==> src/hw/rtl/swks_pkg.sv <==
// Shared types, constants and control structs for the sliding-window rank filter.
package swks_pkg;

   localparam int WINDOW_DEPTH_DEFAULT = 64;
   localparam int VALUE_W = 32;
   localparam int K_W = 7;
   localparam int STATUS_W = 2;

   localparam logic REQ_APPEND = 1'b0;
   localparam logic REQ_DROP = 1'b1;

   localparam logic [STATUS_W-1:0] STATUS_OK = 2'd0;
   localparam logic [STATUS_W-1:0] STATUS_FULL = 2'd1;
   localparam logic [STATUS_W-1:0] STATUS_EMPTY = 2'd2;

   localparam logic [K_W-1:0] K_RANK_RESET = 7'd1;

   typedef struct packed {
      logic req_type;
      logic signed [VALUE_W-1:0] value;
   } req_payload_type;

   typedef struct packed {
      logic signed [VALUE_W-1:0] kth_value;
      logic kth_valid;
      logic [STATUS_W-1:0] status;
   } rsp_payload_type;

   typedef struct packed {
      logic start;
      logic ins;
      logic fetch;
      logic srch;
      logic shift;
      logic rank;
      logic load;
   } cmd_type;

   typedef struct packed {
      logic append_ok;
      logic drop_ok;
      logic ins_move;
      logic match;
      logic pos_last;
      logic out_free;
   } sts_type;

endpackage

==> src/hw/rtl/swks_ram.sv <==
// Generic single-write, single-read RAM with registered read data.
module swks_ram #(
   parameter int WIDTH = 32,
   parameter int DEPTH = 64
) (
   input  logic                     clock,
   input  logic                     wr_en,
   input  logic [$clog2(DEPTH)-1:0] wr_addr,
   input  logic [WIDTH-1:0]         wr_data,
   input  logic [$clog2(DEPTH)-1:0] rd_addr,
   output logic [WIDTH-1:0]         rd_data
);

   logic [WIDTH-1:0] mem_ff [DEPTH];
   logic [WIDTH-1:0] rd_data_ff;

   always_ff @(posedge clock) begin
      if (wr_en) begin
         mem_ff[wr_addr] <= wr_data;
      end
      rd_data_ff <= mem_ff[rd_addr];
   end

   assign rd_data = rd_data_ff;

endmodule

==> src/hw/rtl/swks_ctrl.sv <==
// Controller state machine that sequences each item through the datapath.
module swks_ctrl (
   input  logic             clock,
   input  logic             reset,
   input  logic             req_valid,
   output logic             req_stall,
   input  swks_pkg::sts_type sts,
   output swks_pkg::cmd_type cmd
);
   import swks_pkg::*;

   typedef enum logic [6:0] {
      ST_IDLE    = 7'b0000001,
      ST_INS     = 7'b0000010,
      ST_FETCH   = 7'b0000100,
      ST_SRCH    = 7'b0001000,
      ST_SHIFT   = 7'b0010000,
      ST_RANK_RD = 7'b0100000,
      ST_RANK    = 7'b1000000
   } state_type;

   state_type state_ff;
   state_type state_in;

   always_comb begin
      state_in = state_ff;
      cmd = '0;
      case (state_ff)
         ST_IDLE: begin
            if (req_valid) begin
               cmd.start = 1'b1;
               if (sts.append_ok) begin
                  state_in = ST_INS;
               end else if (sts.drop_ok) begin
                  state_in = ST_FETCH;
               end else begin
                  state_in = ST_RANK_RD;
               end
            end
         end
         ST_INS: begin
            cmd.ins = 1'b1;
            if (!sts.ins_move) begin
               state_in = ST_RANK_RD;
            end
         end
         ST_FETCH: begin
            cmd.fetch = 1'b1;
            state_in = ST_SRCH;
         end
         ST_SRCH: begin
            cmd.srch = 1'b1;
            if (sts.match) begin
               state_in = ST_SHIFT;
            end else if (sts.pos_last) begin
               state_in = ST_RANK_RD;
            end
         end
         ST_SHIFT: begin
            cmd.shift = 1'b1;
            if (sts.pos_last) begin
               state_in = ST_RANK_RD;
            end
         end
         ST_RANK_RD: begin
            cmd.rank = 1'b1;
            state_in = ST_RANK;
         end
         ST_RANK: begin
            cmd.rank = 1'b1;
            if (sts.out_free) begin
               cmd.load = 1'b1;
               state_in = ST_IDLE;
            end
         end
         default: begin
            state_in = ST_IDLE;
         end
      endcase
   end

   always_ff @(posedge clock) begin
      if (reset) begin
         state_ff <= ST_IDLE;
      end else begin
         state_ff <= state_in;
      end
   end

   assign req_stall = (state_ff != ST_IDLE);

endmodule

==> src/hw/rtl/swks_datapath.sv <==
// Datapath: arrival and sorted stores, window pointers, rank register and result register.
module swks_datapath #(
   parameter int WINDOW_DEPTH = swks_pkg::WINDOW_DEPTH_DEFAULT
) (
   input  logic                      clock,
   input  logic                      reset,
   input  swks_pkg::req_payload_type req_payload,
   output logic                      rsp_valid,
   input  logic                      rsp_stall,
   output swks_pkg::rsp_payload_type rsp_payload,
   input  logic                      csr_wr_en,
   input  logic [swks_pkg::K_W-1:0]  csr_wr_data,
   input  swks_pkg::cmd_type         cmd,
   output swks_pkg::sts_type         sts
);
   import swks_pkg::*;

   localparam int AW = $clog2(WINDOW_DEPTH);
   localparam int CW = $clog2(WINDOW_DEPTH + 1);
   localparam int XW = CW + 1;
   localparam int CMPW = (CW > K_W) ? CW : K_W;

   logic [CW-1:0] count_ff, count_in;
   logic [AW-1:0] oldest_ff, oldest_in;
   logic [CW-1:0] pos_ff, pos_in;
   logic [K_W-1:0] k_rank_ff, k_rank_in;
   logic [VALUE_W-1:0] value_ff, value_in;
   logic [VALUE_W-1:0] x_ff, x_in;
   logic [STATUS_W-1:0] status_ff, status_in;
   logic rsp_valid_ff, rsp_valid_in;
   rsp_payload_type rsp_payload_ff, rsp_payload_in;

   logic [XW-1:0] pos_ext, count_ext, tail_sum, tail_wrap, sorted_raddr_x;
   logic [AW-1:0] tail_addr;
   logic [CMPW-1:0] k_minus_one;
   logic full, empty, k_valid, drop_done;

   logic arr_wr_en;
   logic [VALUE_W-1:0] arr_rd_data;
   logic srt_wr_en;
   logic [AW-1:0] srt_wr_addr;
   logic [VALUE_W-1:0] srt_wr_data, srt_rd_data;

   assign pos_ext = {1'b0, pos_ff};
   assign count_ext = {1'b0, count_ff};
   assign full = (count_ff == CW'(WINDOW_DEPTH));
   assign empty = (count_ff == '0);

   assign tail_sum = XW'(oldest_ff) + count_ext;
   assign tail_wrap = (tail_sum >= XW'(WINDOW_DEPTH)) ? tail_sum - XW'(WINDOW_DEPTH) : tail_sum;
   assign tail_addr = tail_wrap[AW-1:0];

   assign k_minus_one = CMPW'(k_rank_ff) - CMPW'(1);
   assign k_valid = (k_rank_ff != '0) && (CMPW'(k_rank_ff) <= CMPW'(count_ff));

   assign sts.append_ok = (req_payload.req_type == REQ_APPEND) && !full;
   assign sts.drop_ok = (req_payload.req_type == REQ_DROP) && !empty;
   assign sts.ins_move = (pos_ff != '0) && ($signed(value_ff) < $signed(srt_rd_data));
   assign sts.match = (srt_rd_data == x_ff);
   assign sts.pos_last = ((pos_ext + XW'(1)) >= count_ext);
   assign sts.out_free = !rsp_valid_ff || !rsp_stall;

   assign drop_done = (cmd.srch && !sts.match && sts.pos_last) || (cmd.shift && sts.pos_last);
   assign arr_wr_en = cmd.start && sts.append_ok;

   always_comb begin
      sorted_raddr_x = '0;
      if (cmd.start) begin
         sorted_raddr_x = count_ext - XW'(1);
      end else if (cmd.ins) begin
         sorted_raddr_x = pos_ext - XW'(2);
      end else if (cmd.srch) begin
         sorted_raddr_x = pos_ext + XW'(1);
      end else if (cmd.shift) begin
         sorted_raddr_x = pos_ext + XW'(2);
      end else if (cmd.rank) begin
         sorted_raddr_x = XW'(k_minus_one[AW-1:0]);
      end
   end

   always_comb begin
      srt_wr_en = 1'b0;
      srt_wr_addr = pos_ff[AW-1:0];
      srt_wr_data = srt_rd_data;
      if (cmd.ins) begin
         srt_wr_en = 1'b1;
         srt_wr_data = sts.ins_move ? srt_rd_data : value_ff;
      end else if (cmd.shift && !sts.pos_last) begin
         srt_wr_en = 1'b1;
      end
   end

   always_comb begin
      count_in = count_ff;
      oldest_in = oldest_ff;
      pos_in = pos_ff;
      k_rank_in = k_rank_ff;
      value_in = value_ff;
      x_in = x_ff;
      status_in = status_ff;
      rsp_valid_in = rsp_valid_ff;
      rsp_payload_in = rsp_payload_ff;

      if (csr_wr_en) begin
         k_rank_in = csr_wr_data;
      end
      if (cmd.start) begin
         value_in = req_payload.value;
         pos_in = count_ff;
         if (req_payload.req_type == REQ_APPEND) begin
            status_in = full ? STATUS_FULL : STATUS_OK;
         end else begin
            status_in = empty ? STATUS_EMPTY : STATUS_OK;
         end
      end
      if (cmd.ins) begin
         if (sts.ins_move) begin
            pos_in = pos_ff - CW'(1);
         end else begin
            count_in = count_ff + CW'(1);
         end
      end
      if (cmd.fetch) begin
         x_in = arr_rd_data;
         pos_in = '0;
      end
      if ((cmd.srch && !sts.match) || (cmd.shift && !sts.pos_last)) begin
         pos_in = pos_ff + CW'(1);
      end
      if (drop_done) begin
         count_in = count_ff - CW'(1);
         oldest_in = (oldest_ff == AW'(WINDOW_DEPTH - 1)) ? '0 : oldest_ff + AW'(1);
      end

      if (rsp_valid_ff && !rsp_stall) begin
         rsp_valid_in = 1'b0;
      end
      if (cmd.load) begin
         rsp_valid_in = 1'b1;
         rsp_payload_in.kth_value = k_valid ? srt_rd_data : '0;
         rsp_payload_in.kth_valid = k_valid;
         rsp_payload_in.status = status_ff;
      end
   end

   always_ff @(posedge clock) begin
      if (reset) begin
         count_ff <= '0;
         oldest_ff <= '0;
         k_rank_ff <= K_RANK_RESET;
         rsp_valid_ff <= 1'b0;
      end else begin
         count_ff <= count_in;
         oldest_ff <= oldest_in;
         k_rank_ff <= k_rank_in;
         rsp_valid_ff <= rsp_valid_in;
      end
   end

   always_ff @(posedge clock) begin
      pos_ff <= pos_in;
      value_ff <= value_in;
      x_ff <= x_in;
      status_ff <= status_in;
      rsp_payload_ff <= rsp_payload_in;
   end

   swks_ram #(
      .WIDTH (VALUE_W),
      .DEPTH (WINDOW_DEPTH)
   ) u_arrival_ram (
      .clock   (clock),
      .wr_en   (arr_wr_en),
      .wr_addr (tail_addr),
      .wr_data (req_payload.value),
      .rd_addr (oldest_ff),
      .rd_data (arr_rd_data)
   );

   swks_ram #(
      .WIDTH (VALUE_W),
      .DEPTH (WINDOW_DEPTH)
   ) u_sorted_ram (
      .clock   (clock),
      .wr_en   (srt_wr_en),
      .wr_addr (srt_wr_addr),
      .wr_data (srt_wr_data),
      .rd_addr (sorted_raddr_x[AW-1:0]),
      .rd_data (srt_rd_data)
   );

   assign rsp_valid = rsp_valid_ff;
   assign rsp_payload = rsp_payload_ff;

endmodule

==> src/hw/rtl/sliding_window_kth_smallest_core.sv <==
// Top level of the sliding-window k-th smallest rank filter.
// Each request transfer either appends a signed value to the right end of a FIFO
// window or drops the oldest value. Every request produces exactly one response
// transfer carrying the k-th smallest window value, a valid flag and a status code.
// The user must write the rank k through the csr port only while the block is
// idle; the block does not enforce this. Reset sets the rank to 1. A sorted copy
// of the window lives in a RAM with one read port, and insert and removal step
// through it one entry per cycle. An append moves the larger entries up one by
// one before it writes the new value; a drop first searches for the oldest value,
// then closes the gap. A rejected append or drop goes straight to the rank read.
// The next request is taken the cycle after the response is loaded, so one item
// is in work at a time.
// The response sits in an output register: while the receiver stalls, the block
// still accepts and processes the next request, and then waits with its result.
// Reset empties the window and clears the response valid flag; no clearing
// pass is needed.
module sliding_window_kth_smallest_core #(
   parameter int WINDOW_DEPTH = swks_pkg::WINDOW_DEPTH_DEFAULT
) (
   input  logic                      clock,
   input  logic                      reset,
   input  logic                      req_valid,
   output logic                      req_stall,
   input  swks_pkg::req_payload_type req_payload,
   output logic                      rsp_valid,
   input  logic                      rsp_stall,
   output swks_pkg::rsp_payload_type rsp_payload,
   input  logic                      csr_wr_en,
   input  logic [swks_pkg::K_W-1:0]  csr_wr_data
);
   import swks_pkg::*;

   cmd_type cmd;
   sts_type sts;

   swks_ctrl u_ctrl (
      .clock     (clock),
      .reset     (reset),
      .req_valid (req_valid),
      .req_stall (req_stall),
      .sts       (sts),
      .cmd       (cmd)
   );

   swks_datapath #(
      .WINDOW_DEPTH (WINDOW_DEPTH)
   ) u_datapath (
      .clock       (clock),
      .reset       (reset),
      .req_payload (req_payload),
      .rsp_valid   (rsp_valid),
      .rsp_stall   (rsp_stall),
      .rsp_payload (rsp_payload),
      .csr_wr_en   (csr_wr_en),
      .csr_wr_data (csr_wr_data),
      .cmd         (cmd),
      .sts         (sts)
   );

   a_one_item_in_work: assert property (@(posedge clock) disable iff (reset)
      (req_valid && !req_stall) |=> req_stall)
      else $error("request taken while an item was still in work");

   a_invalid_value_zero: assert property (@(posedge clock) disable iff (reset)
      (rsp_valid && !rsp_payload.kth_valid) |-> (rsp_payload.kth_value == '0))
      else $error("response value not zero without a valid rank");

   a_status_code: assert property (@(posedge clock) disable iff (reset)
      rsp_valid |-> (rsp_payload.status == STATUS_OK || rsp_payload.status == STATUS_FULL
                     || rsp_payload.status == STATUS_EMPTY))
      else $error("response status code out of range");

   a_load_after_rank: assert property (@(posedge clock) disable iff (reset)
      cmd.load |-> $past(cmd.rank))
      else $error("response loaded without a rank read");

endmodule
==> config.mk <==
export PLATFORM = sky130hd
export DESIGN_NAME = sliding_window_kth_smallest_core
export DESIGN_NICKNAME = d
export VERILOG_FILES = /design/src/hw/rtl/swks_pkg.sv /design/src/hw/rtl/swks_ram.sv /design/src/hw/rtl/swks_ctrl.sv /design/src/hw/rtl/swks_datapath.sv /design/src/hw/rtl/sliding_window_kth_smallest_core.sv
export SDC_FILE = /design/constraint.sdc
export NUM_CORES = 2
export LEC_CHECK = 0
export ABC_CLOCK_PERIOD_IN_PS = 12400
export BUFFER_PORTS_ARGS = -buffer_cell sky130_fd_sc_hd__clkbuf_2
export CAP_MARGIN = 0
export CELL_PAD_IN_SITES_DETAIL_PLACEMENT = 2
export CELL_PAD_IN_SITES_GLOBAL_PLACEMENT = 2
export CORE_ASPECT_RATIO = 1.1
export CORE_MARGIN = 2
export CORE_UTILIZATION = 26
export DETAILED_ROUTE_END_ITERATION = 16
export PLACE_DENSITY_LB_ADDON = 0.12
export SYNTH_ARGS = -nofsm -noshare
export SYNTH_HDL_FRONTEND = slang
export SYNTH_HIERARCHICAL = 1
export SYNTH_SLANG_ARGS = --single-unit
==> constraint.sdc <==
create_clock -name clock -period 12.4 [get_ports clock]
set_input_delay 2.48 -clock clock [delete_from_list [all_inputs] [get_ports clock]]
set_output_delay 2.48 -clock clock [all_outputs]
set_load 0.02 [all_outputs]
# Word level (Yosys, flattened, before mapping)
# Memories as Yosys holds them, arrays and structs flattened. A register that Yosys moved wholly into a read port is not among the register bits.
# Index checks and enable logic that the tools add are counted.
totals:
  ff_bits: 136
  ramBits: 4096
  inputBits: 45
  output_inout_bits: 37
  elab_cells: 118
  n_memories: 2
op_classes:
  add_sub_neg: 12
  magnitude_cmp: 4
  eq_ne: 15
  n_mux: 45
  n_bitwise: 1
  n_reduce_logical: 27
mem_list:
  columns: ["memory", "words", "word_bits", "read_ports", "rd_ports_with_merged_regs", "write_ports", "line", "text"]
  rows:
  - ["u_datapath.u_arrival_ram.mem_ff", 64, 32, 1, 1, 1, "swks_ram.sv:14", "logic [WIDTH-1:0] mem_ff [DEPTH];"]
  - ["u_datapath.u_sorted_ram.mem_ff", 64, 32, 1, 1, 1, "swks_ram.sv:14", null]
op_table:
  columns: ["op", "count"]
  rows:
  - ["7-bit two-way mux", 13]
  - ["32-bit two-way mux", 2]
  - ["6-bit two-way mux", 9]
  - ["7-bit case mux with 7 select lines", 1]
  - ["32-bit equality test", 1]
  - ["32-bit < comparator", 1]
  - ["1-bit two-way mux", 18]
  - ["6-bit by 1-bit subtractor with 6-bit output (second input constant)", 3]
  - ["7-bit by 1-bit adder with 7-bit output (second input constant)", 2]
  - ["7-bit equality test (second input constant)", 2]
  - ["7-bit nonzero test", 2]
  - ["7-bit by 1-bit subtractor with 7-bit output (second input constant)", 2]
  - ["1-bit logical AND", 10]
  - ["6-bit by 7-bit adder with 8-bit output", 1]
  - ["7-bit by 1-bit adder with 8-bit output (second input constant)", 1]
  - ["8-bit by 7-bit greater-or-equal comparator with 1-bit output", 1]
  - ["8-bit by 7-bit greater-or-equal comparator with 1-bit output (second input constant)", 1]
  - ["7-bit by 1-bit equality test with 1-bit output (second input constant)", 1]
  - ["7-bit by 2-bit equality test with 1-bit output (second input constant)", 1]
  - ["7-bit by 3-bit equality test with 1-bit output (second input constant)", 1]
  - ["7-bit by 4-bit equality test with 1-bit output (second input constant)", 1]
  - ["7-bit by 5-bit equality test with 1-bit output (second input constant)", 1]
  - ["7-bit by 6-bit equality test with 1-bit output (second input constant)", 1]
  - ["7-bit <= comparator", 1]
  - ["16 further kinds", 27]

# Logic depth before layout (Yosys ltp)
logic_depth:
  depth_word: 8
  mapped_depth: 20
  depth_no_buf: 19

# Cells and area by module
# The synthesis kept the hierarchy.
modules_own_cells:
  columns: ["mod", "n_inst", "cells_per_inst", "area_each_um2", "seq_area_each_um2"]
  rows:
  - ["swks_ram", 2, 3324, 78515.3, 62139.6]
  - ["swks_datapath", 1, 685, 7532.2, 3593.4]
  - ["swks_ctrl", 1, 62, 513.0, 140.1]

# Least setup slack after synthesis
# No wires, ideal clock.
synth_timing:
  path_kind: "input -> register"
  startpoint: "in req_valid"
  endpoint: "mem u_datapath.u_arrival_ram.mem_ff[48][0] (enable)"
  setup_time_ns: 0.461
  t_arrival_ns: 6.901
  t_required_ns: 11.939
  slack_ns: 5.038
  path_stages: 7
  path_buffers: 2
  path_cell_list: "and3_1 > clkbuf_1 > clkbuf_1 > and2_1 > nor2b_1 > nand4b_1 > nor3_1"
synth_via:
  elab_chain_len: 5
synth_rtl:
  columns: ["item", "line", "text"]
  rows:
  - ["from (decl)", "sliding_window_kth_smallest_core.sv:22", "input logic req_valid,"]
  - ["1-bit two-way mux", "swks_ctrl.sv:30", "if (req_valid) begin"]
  - ["1-bit two-way mux", "swks_ctrl.sv:28", "case (state_ff)"]
  - ["1-bit logical AND", "swks_datapath.sv:64", "assign arr_wr_en = cmd.start && sts.append_ok;"]
  - ["net u_datapath.arr_wr_en", "swks_datapath.sv:38", "logic arr_wr_en;"]
  - ["1-bit two-way mux", "swks_ram.sv:18", "if (wr_en) begin"]
  - ["1-bit two-way mux (implied by the code)", "swks_ram.sv:19", "mem_ff[wr_addr] <= wr_data;"]
  - ["to (decl)", "swks_ram.sv:14", null]
# The timed path passes the listed nets, and every way through them passes these cells.

==> reports/qor.csv <==
stage,metric,value,unit
timing,hold_ws,0.405,ns
die,I/O Pins,82,
timing,worst slew pin tran,1.34,ns
timing,Max Slew Vio Count,0,
clocking,Skew-Pair Late Insertion Delay,1.04,ns
drt,via count,79800,
placed_design,gp weighted congestion,0.740,
yosys,Synth area leaders,"edfxtp_1 76%, mux4_2 15%, mux2i_1 1.2%, dfxtp_1 1.2%, nor2_1 0.75%",
power_and_ir_drop,Seq pwr share,0.490,
drt,WL/cell,33.5,um
yosys,number of unique standard cell types used by synthesis,79,
power_and_ir_drop,Comb power frac,0.126,
clocking,cts repair resizes,0,
cells_and_area,Final nets,8008,
drt,drt first-iter violations,6266,
cells_and_area,proportion of layout cells with a drive suffix above 1,0.282,
clocking,Clock Pin Slew Worst Setup and Hold Paths,0.06,ns
timing,post-route clock period utilization,0.576,
cells_and_area,Finished Cell Area,193000,um^2
power_and_ir_drop,P_leak,57.6,nW
timing,final hold violation count,0,
drt,Via density,4.80,
timing,final setup vio count,0,
timing,post-route minimum period,7.14,ns
worst_setup_path,last element of the critical path,u_datapath/u_sorted_ram/rd_data[15],
placed_design,placed wire-length estimate,317000,um
die,row cnt,306,
yosys,Post-Syn Nets,7506,
clocking,H-tree depth,5,
placed_design,Post-DP Area,178000,um^2
yosys,most frequent cell after synthesis,edfxtp_1,
placed_design,IO buf count,81,
worst_setup_path,crit path DAT,7.97,ns
yosys,largest area contributor in the netlist,edfxtp_1,
timing,Fin Clk Skew,0.0541,ns
power_and_ir_drop,Power Internal,26.1,mW
yosys,top-area cell type share of the netlist area,0.763,
die,die width,764,um
worst_setup_path,Setup Crit Path Kind,register to register,
yosys,Yosys reg bits,4296,
power_and_ir_drop,Pwr Total,35.5,mW
power_and_ir_drop,clock power share,0.384,
worst_setup_path,Crit. Startpoint,u_ctrl/state_ff[4],
yosys,Syn Area/Cell,22.3,um^2
grt,initial antenna violation count,39,
hold_path,Hold Path Class,register to register,
grt,total gr overflow,0,
yosys,count of flip-flops with a built-in enable after synthesis,4197,
status,status,"complete, no violations",
drt,post-route ant nets,0,
yosys,sequential area share after synthesis,0.775,
grt,vias in the first global route,88700,
timing,Slew headroom,0.0967,
yosys,synth warn,6,
clocking,Clock Tree Buf Depth,4,
grt,pin count of the biggest net entering global routing,108,
worst_setup_path,Worst R2R Start,u_ctrl/state_ff[4],
die,Die ar.,641000,um^2
die,Die H,840,um
worst_setup_path,Critical Path RT,13.24,ns
clocking,root buffer cell,clkbuf_16,
worst_setup_path,FF-to-FF setup slack,5.26,ns
cells_and_area,post-layout util,0.305,
timing,setup TNS,0,ns
die,Core Box Area,632000,um^2
run,Max-Cap Viols,0,
power_and_ir_drop,switching pwr,9.41,mW
worst_setup_path,crit-path max FO,72,
die,starting density of the core,0.261,
timing,RSZ-0062 raised after global routing,false,
yosys,commonest cells in the netlist,"4197 x edfxtp_1, 1088 x mux4_2, 331 x nor2_1",
yosys,async set-reset flop share out of synthesis,0,
cells_and_area,P&R area growth vs syn,16.6,%
yosys,Synth Instances,7395,
grt,first-pass GRT wire length,762000,um
drt,Total Wirelength,557000,um
grt,Overall Global Routing Usage,0.171,
clocking,setup bufs post-CTS,0,
power_and_ir_drop,Max VDD drop,0.000124,V
worst_setup_path,Worst setup EP type,register,
yosys,synthesized area,165000,um^2
clocking,clock sinks,4296,
timing,f_max,140,MHz
drt,drt first pass iters,5,
power_and_ir_drop,PwrDens,185,nW/um^2
clocking,hold buffer count at cts,0,
worst_setup_path,Crit Reg-Reg Endpoint,u_datapath/u_sorted_ram/rd_data[15],
clocking,CTS buffer count,481,
power_and_ir_drop,switch share,0.265,
worst_setup_path,startpoint types,register,
clocking,CTS tree,built,
yosys,most common flop cell mapped by yosys,edfxtp_1,
drt,DR DRC count,0,
worst_setup_path,worst reg2reg path depth,16,
## power by group through the flow
stage,registers (mW),clock network (mW),logic [mW]
6_report,17.4,13.7,4.47
5_1_grt,17.4,14.6,4.78
4_1_cts,17.4,14.1,4.64
3_5_place_dp,17.7,0,4.63
3_3_place_gp,17.7,0,4.47
2_1_floorplan,17.5,0,2.34
## kinds of logic after synthesis
kind of cell    Yosys count  share of synthesized area
flops                  4296                      0.775
simple gates            665                     0.0189
xor+xnor                 68                    0.00361
mux                    1325                      0.163
fa+ha+maj                66                    0.00509
buf+inv                 452                     0.0129
compound gates          523                     0.0209
## flip-flops by register name, indices dropped and copies added, names as in the netlist
name / cells
u_datapath/rsp_payload: 35
u_datapath/k_rank_ff: 7
u_datapath/oldest_ff: 6
u_datapath/u_arrival_ram/mem_ff: 2048
u_datapath/pos_ff: 7
u_ctrl/state_ff: 7
u_datapath/status_ff: 2
u_datapath/u_arrival_ram/rd_data: 32
u_datapath/rsp_valid: 1
u_datapath/value_ff: 32
u_datapath/count_ff: 7
u_datapath/u_sorted_ram/mem_ff: 2048
u_datapath/u_sorted_ram/rd_data: 32
u_datapath/x_ff: 32
## worst max-delay path, cell delays in order (launching register included)
cell	delay, ns
dfxtp_1	0.43
or3_4	0.45
or3_4	0.37
a21oi_1	0.51
nand2_1	0.21
o22ai_1	0.19
nor2_1	0.08
nor3_1	0.15
a211oi_1	0.10
a21oi_4	0.37
buf_4	0.57
buf_12	0.45
buf_4	0.99
mux4_2	0.43
mux4_2	0.49
o22ai_1	0.81
nor2_1	0.12
## per-layer routing
| layer | track usage | routed length [um] | vias up |
|---|---|---|---|
| li1 | - | - | 32400 |
| met1 | 0.225 | 239000 | 45200 |
| met2 | 0.302 | 285000 | 1485 |
| met3 | 0.0183 | 18500 | 684 |
| met4 | 0.0411 | 13800 | 0 |
| met5 | 0 | 0 | - |
## layout by cell type (no fill, tap or decap), drive strengths merged, types with 8 or more instances in the layout
cell    netlist  layout
clkinv        0     207
diode         0      20
and2          9       9
o21ai        19      19
o221ai       55      55
nor3         62      62
bufinv        0      23
nor2b        36      36
mux2i       202     202
a311oi       17      17
mux4       1088    1088
o22ai       176     176
clkbuf      162     711
inv          63      72
nand3        23      23
mux2         35      35
o21a         10      10
and3         10      10
nand3b       10      10
xor2         16      16
nand2        90      90
or3          10      10
o32ai         8       8
a211oi       14      14
edfxtp     4197    4197
xnor2        52      52
a41o          8       8
nand4        22      22
a21oi       155     155
nand2b       22      22
a22oi        26      26
buf         227     333
dfxtp        99      99
nor2        332     332
ha           64      64
or3b         10      10
## cell type report
class                   instances  area, um^2
diodes                         20        50.0
well taps                    8316       10400
multi-input cells            2647       36000
fillers                     62700      439000
clock inverters               244        1850
clock buffers                 636       12900
flip-flops and latches       4296      128000
inverters                      63         236
repair buffers                408        3030
## through the flow
stage               cells  setup WS, ns
finish              16600          5.26
global route        16600          4.88
CTS                 16600          4.94
detailed placement  15700          3.92
global placement    15700          3.80
floorplan            7395          5.04
## how the worst min path moves through the flow
stage                                                    start             endpoint  slack, ns  depth (start not counted)
final                     u_datapath/u_arrival_ram/rd_data[15]  u_datapath/x_ff[15]       0.41                          0
after global routing      u_datapath/u_arrival_ram/rd_data[19]  u_datapath/x_ff[19]       0.41                          0
after CTS                 u_datapath/u_arrival_ram/rd_data[19]  u_datapath/x_ff[19]       0.41                          0
after detailed placement  u_datapath/u_arrival_ram/rd_data[19]  u_datapath/x_ff[19]       0.39                          0
after global placement    u_datapath/u_arrival_ram/rd_data[15]  u_datapath/x_ff[15]       0.39                          0
after floorplan            u_datapath/u_arrival_ram/rd_data[0]   u_datapath/x_ff[0]       0.39                          0
No activity file was read; power rests on OpenSTA's default activity.
